<file path="src/rk4_planar_ode_stepper_macros.svh">
// Assertion macros for the planar ODE stepper.
`ifndef RK4_PLANAR_ODE_STEPPER_MACROS_SVH
`define RK4_PLANAR_ODE_STEPPER_MACROS_SVH
`ifndef ASSERT_OFF
`define ASSERT_IMPLY(lbl, clk, rstn, a, c) \
    lbl: assert property (@(posedge clk) disable iff (!rstn) (a) |-> (c)) else $error("lbl");
`define ASSERT_NEXT(lbl, clk, rstn, a, c) \
    lbl: assert property (@(posedge clk) disable iff (!rstn) (a) |=> (c)) else $error("lbl");
`else
`define ASSERT_IMPLY(lbl, clk, rstn, a, c)
`define ASSERT_NEXT(lbl, clk, rstn, a, c)
`endif
`endif

</file>
<file path="src/rk4_pkg.sv">
// Shared types and constants for the planar ODE stepper.
package rk4_pkg;
    localparam logic signed [31:0] I32_MAX = 32'sh7fff_ffff;
    localparam logic signed [31:0] I32_MIN = 32'sh8000_0000;
    localparam logic [1:0] REG_STEP = 2'd0;
    localparam logic [1:0] REG_GAIN = 2'd1;
    localparam logic [1:0] REG_OFFS = 2'd2;

    typedef struct packed {
        logic start;
        logic signed [31:0] num;
        logic signed [31:0] den;
    } div_req_t;

    typedef struct packed {
        logic done;
        logic sat;
        logic signed [31:0] quo;
    } div_rsp_t;

    function automatic logic signed [31:0] sat64(input logic signed [63:0] v,
                                                  output logic fl);
        begin
            fl = 1'b0;
            if (v > 64'sd2147483647) begin
                fl = 1'b1;
                sat64 = I32_MAX;
            end
            else if (v < -64'sd2147483648) begin
                fl = 1'b1;
                sat64 = I32_MIN;
            end
            else begin
                sat64 = v[31:0];
            end
        end
    endfunction
endpackage

</file>
<file path="src/rk4_div.sv">
// Restoring long divider, one quotient bit per cycle, saturating.
module rk4_div #(
    parameter int FRACTION_BITS = 24
) (
    input  logic             clk,
    input  logic             rst_n,
    input  rk4_pkg::div_req_t req,
    output rk4_pkg::div_rsp_t rsp
);
    localparam int NB = 32 + FRACTION_BITS;
    localparam int CW = $clog2(NB + 1);

    logic [NB-1:0] rem_reg, rem_next;
    logic [NB-1:0] q_reg, q_next;
    logic [NB-1:0] n_reg, n_next;
    logic [32:0]   d_reg, d_next;
    logic          neg_reg, neg_next;
    logic          busy_reg, busy_next;
    logic [CW-1:0] cnt_reg, cnt_next;
    logic          done_reg, done_next;
    logic          dz_reg, dz_next;

    logic [32:0] un, ud;
    logic [NB:0] sh;
    logic [NB-1:0] lim;
    logic over;

    always_comb
    begin
        un = req.num[31] ? 33'(-{req.num[31], req.num}) : {1'b0, req.num};
        ud = req.den[31] ? 33'(-{req.den[31], req.den}) : {1'b0, req.den};
        rem_next = rem_reg;
        q_next = q_reg;
        n_next = n_reg;
        d_next = d_reg;
        neg_next = neg_reg;
        busy_next = busy_reg;
        cnt_next = cnt_reg;
        done_next = 1'b0;
        dz_next = dz_reg;
        sh = '0;
        if (req.start)
        begin
            n_next = NB'(un) << FRACTION_BITS;
            d_next = ud;
            neg_next = req.num[31] ^ req.den[31];
            dz_next = (req.den == '0);
            rem_next = '0;
            q_next = '0;
            cnt_next = CW'(NB);
            busy_next = (req.den != '0);
            done_next = (req.den == '0);
        end
        else if (busy_reg)
        begin
            sh = {rem_reg, n_reg[NB-1]};
            n_next = n_reg << 1;
            if (sh >= (NB+1)'(d_reg))
            begin
                rem_next = NB'(sh - (NB+1)'(d_reg));
                q_next = {q_reg[NB-2:0], 1'b1};
            end
            else
            begin
                rem_next = NB'(sh);
                q_next = {q_reg[NB-2:0], 1'b0};
            end
            cnt_next = cnt_reg - 1'b1;
            if (cnt_reg == CW'(1))
            begin
                busy_next = 1'b0;
                done_next = 1'b1;
            end
        end
    end

    always_ff @(posedge clk or negedge rst_n)
    begin
        if (!rst_n)
        begin
            busy_reg <= 1'b0;
            done_reg <= 1'b0;
            cnt_reg <= '0;
        end
        else
        begin
            busy_reg <= busy_next;
            done_reg <= done_next;
            cnt_reg <= cnt_next;
        end
    end

    always_ff @(posedge clk)
    begin
        rem_reg <= rem_next;
        q_reg <= q_next;
        n_reg <= n_next;
        d_reg <= d_next;
        neg_reg <= neg_next;
        dz_reg <= dz_next;
    end

    // quotient above 2^31 is overflow; exactly 2^31 only fits when negative
    always_comb
    begin
        lim = NB'(33'h1_0000_0000 >> 1);
        over = (q_reg > lim);
        rsp.done = done_reg;
        if (dz_reg)
        begin
            rsp.sat = 1'b1;
            rsp.quo = neg_reg ? rk4_pkg::I32_MIN : rk4_pkg::I32_MAX;
        end
        else if (over || (q_reg == lim && !neg_reg))
        begin
            rsp.sat = 1'b1;
            rsp.quo = neg_reg ? rk4_pkg::I32_MIN : rk4_pkg::I32_MAX;
        end
        else
        begin
            rsp.sat = 1'b0;
            rsp.quo = neg_reg ? 32'(-q_reg[31:0]) : q_reg[31:0];
        end
    end
endmodule
</file>
<file path="config.mk">
export PLATFORM = sky130hd
export DESIGN_NAME = rk4_div
export DESIGN_NICKNAME = d
export VERILOG_FILES = /design/src/rk4_planar_ode_stepper_macros.svh /design/src/rk4_pkg.sv /design/src/rk4_div.sv
export SDC_FILE = /design/constraint.sdc
export NUM_CORES = 1
export LEC_CHECK = 0
export BUFFER_PORTS_ARGS = -buffer_cell sky130_fd_sc_hd__buf_2
export CORE_ASPECT_RATIO = 0.8
export CORE_MARGIN = 1.5
export CORE_UTILIZATION = 46
export CTS_BUF_LIST = sky130_fd_sc_hd__clkbuf_8 sky130_fd_sc_hd__clkbuf_16
export DETAILED_ROUTE_END_ITERATION = 12
export PLACE_DENSITY = 0.72
export SYNTH_ARGS = -nofsm -noshare
export SYNTH_HDL_FRONTEND = slang
export SYNTH_SLANG_ARGS = --single-unit
</file>
<file path="constraint.sdc">
create_clock -name clk -period 4.25 [get_ports clk]
set_input_delay 0.85 -clock clk [delete_from_list [all_inputs] [get_ports clk]]
set_output_delay 0.85 -clock clk [all_outputs]
set_load 0.05 [all_outputs]
</file>
==> flow_metrics.tcl <==
set metrics [dict create \
    synth_cells 1403 \
    drt_wl_total_mm 28.7 \
    yosysWarnings 0 \
    fmax_mhz 234 \
    antennaDiodeCount 0 \
    net-switching-power_w 0.00252 \
    row_count 52 \
    peakVddDrop_uv 300 \
    clock_latency_ns 0.44 \
    cts_root_buf "clkbuf_16" \
    async_flop_share_pct 4.28 \
    first_pass_iters 7 \
    fin_cells 1798 \
    synth_area_um2 11900 \
    cts.path.max_buffers 2 \
    cts-buffers-inserted 17 \
    comb_power_share_pct 39.9 \
    final_antenna_net_count 0 \
    setup_violations 3 \
    gp_congestion 0.867 \
    multi_input_area_um2 6920 \
    grt_max_degree 83 \
    violations "negative setup slack" \
    vias 10426 \
    io_buffers 100 \
    die_y_um 147 \
    dieArea_um2 26800 \
    critical_path_required_ns 3.40 \
    critical_path_class "flop to primary output" \
    critPathLaunchType "flop" \
    dpl.hpwl_mm 20.3 \
    reg2reg_to "rem_reg[46]" \
    gr-total-overflow 0 \
    drv_slew 0 \
    placed_cells 1763 \
    nets 1567 \
    fin_tns_setup_ns -0.0292 \
    hold_path.class "primary input to asynchronous set/reset pin" \
    initial_core_util_pct 46.8 \
    regArea_um2 4460 \
    core_um2 25300 \
    cts_num_sinks 187 \
    p_leak_nw 5.57 \
    synth_cell_types 79 \
    ys.flop_type "dfxtp_1" \
    die_x_um 182 \
    cp-end-kind "primary output" \
    power_density_nw_per_um2 481 \
    min_period_over_period_pct 101 \
    rr_worst_depth 12 \
    grt_pass1_wl_mm 47.4 \
    r2r-start "n_reg[55]" \
    holdBufCountCts 0 \
    grt_usage_pct 21.6 \
    clkPwrFrac_pct 24.1 \
    synth_edf_count 67 \
    sequentialPowerShare_pct 36.0 \
    p_int_w 0.00393 \
    outcome "finished with violations" \
    synth_area_per_cell_um2 8.45 \
    antenna_found_initial 0 \
    rsz0062_at_grt "yes" \
    drc 0 \
    setup_ws_ns -0.0250 \
    grt_pass1_vias 9305 \
    drive_gt1_share_pct 13.2 \
    skew_ns 0.0151 \
    maxCapViolCount 0 \
    r2r_slack_ns 0.56 \
    worstPathMaxFanout 10 \
    ios 101 \
    critPathArrivalTime_ns 3.42 \
    cts_htree_levels 4 \
    yosysSeqAreaShare_pct 37.6 \
    switching_share_pct 39.1 \
    via_per_inst 5.80 \
    final_util_pct 53.0 \
    max-slew-margin-rel_pct 31.9 \
    synth_nets 1509 \
    drtIter0Drc 774 \
    max_slew.worst_pin.slew_ns 1.02 \
    area_growth_pct 13.1 \
    clk_pin_slew_ns 0.07 \
    wl_per_cell_um 15.9 \
    cts_tree "done" \
    n_fill_cell 2327 \
    finalCriticalPeriod_ns 4.27 \
    ys_ff_latch 187 \
    finalHoldViolations 0 \
]
[critical path, stage by stage, from the launching register on]
cell and delay, ns:
dfxtp_4 0.36, or4_4 0.56, or3_4 0.35, nor4_4 0.36, nand3_2 0.13, o41ai_2 0.25, and2_4 0.27, nand2_4 0.15
o311ai_1 0.30, buf_4 0.25
[cell usage after synthesis, types with 6 or more instances]
master    count  area, um^2
a211oi_1     34         255
a21o_1       10        75.1
a21oi_1     118         591
a31oi_1       6        37.5
and3_1       12        75.1
buf_1         6        22.5
buf_4         6        45.0
clkbuf_1     59         221
dfrtp_1       8         200
dfxtp_1     112        2240
edfxtp_1     67        2010
ha_1         38         475
inv_1        67         251
mux2i_1      59         591
nand2_1     126         473
nand2b_1      7        43.8
nand3_1      22         110
nand3b_1      6        45.0
nand4_1      13        81.3
nor2_1      178         668
nor2b_1       8        50.1
nor3_1       27         135
nor4_1       28         175
o211ai_1      7        52.6
o21a_1        7        52.6
o21ai_0      78         390
o21bai_1      7        52.6
o311ai_0      8        70.1
o31ai_1      20         150
o41ai_1       9        78.8
or2_2         7        43.8
or3_1        26         163
or4_1        14         105
xnor2_1      65         569
xor2_1       48         420
[metal layers]
metal / global-route usage (%) / wire length [um] / vias to the layer above
met1: 33.4 / 14800 / 4883
li1: - / - / 5186
met5: 0 / 0 / -
met2: 30.6 / 11800 / 334
met4: 4.96 / 244 / 0
met3: 3.97 / 1790 / 23
[power by group through the flow]
stage	registers [W]	clock network, W	logic (W)
floorplan	0.00228	0	0.00197
detailed placement	0.00235	0	0.00246
global placement	0.00235	0	0.00243
finish	0.00232	0.00156	0.00258
global route	0.00235	0.00166	0.00285
CTS	0.00232	0.00160	0.00250
[worst max-delay path by stage]
stage	from	to	slack (ns)	depth (start not counted)
3_3_place_gp	q_reg[18]	rsp[11]	0.33	11
6_report	q_reg[18]	rsp[6]	-0.02	9
2_1_floorplan	q_reg[18]	rsp[17]	-0.12	9
4_1_cts	q_reg[18]	rsp[11]	-0.02	9
5_1_grt	q_reg[8]	rsp[29]	-0.23	10
3_5_place_dp	q_reg[18]	rsp[11]	0.28	11
[logic make-up after synthesis]
kind of cell | after synthesis | synth area share (%)
and+or+nand+nor | 499 | 20.4
AOI/OAI and AO/OA | 356 | 19.3
DFF | 187 | 37.6
buffers and inverters | 148 | 5.12
xor gates and xnor gates | 113 | 8.35
muxes | 60 | 5.08
adders and majority gates | 39 | 4.18
other | 1 | 0.0316
[what timing repair did]
item                                    4_1_cts  5_1_grt
endpoints found under the setup margin       28       28
resized for setup                            19       65
buffers inserted                              0        3
pin swaps                                     1        4
[cells in the final DEF, fill, tap and decap left out, types with 5 or more instances in the layout]
master       n
nor2_1     178
nand2_1    125
a21oi_1    114
dfxtp_1    110
o21ai_0     73
buf_2       71
inv_1       68
edfxtp_1    67
xnor2_1     65
mux2i_1     59
xor2_1      48
ha_1        38
a211oi_1    34
buf_4       33
nor4_1      28
nor3_1      27
or3_1       26
nand3_1     22
o31ai_1     20
clkbuf_16   18
or4_1       14
nand4_1     13
and3_1      12
buf_6       12
a21o_1      10
o41ai_1      9
nor2b_1      8
or2_2        7
nand2b_1     7
o211ai_1     7
o21a_1       7
o21bai_1     7
dfrtp_1      7
nand3b_1     6
a31oi_1      6
o211a_1      5
a32oi_1      5
[through the flow]
stage / setup WS, ns / cell area [um^2] / hold WS, ns / total power (W)
after floorplan: -0.121 / 11900 / 0.453 / 0.00424
after global placement: 0.331 / 12600 / 0.470 / 0.00478
after detailed placement: 0.285 / 12600 / 0.478 / 0.00481
after CTS: -0.0182 / 13200 / 0.229 / 0.00641
after global routing: -0.225 / 13400 / 0.242 / 0.00687
final: -0.0250 / 13400 / 0.249 / 0.00645
[cell type report]
| cell class | instances | share of cell area, % |
|---|---|---|
| multi-input combinational | 1068 | 51.6 |
| sequential | 187 | 33.3 |
| timing repair buffer | 118 | 5.80 |
| clock buffer | 18 | 3.36 |
| tap | 324 | 3.02 |
| inverter | 69 | 1.99 |
| clock inverter | 14 | 0.952 |
Power figures use the tool's default switching activity.
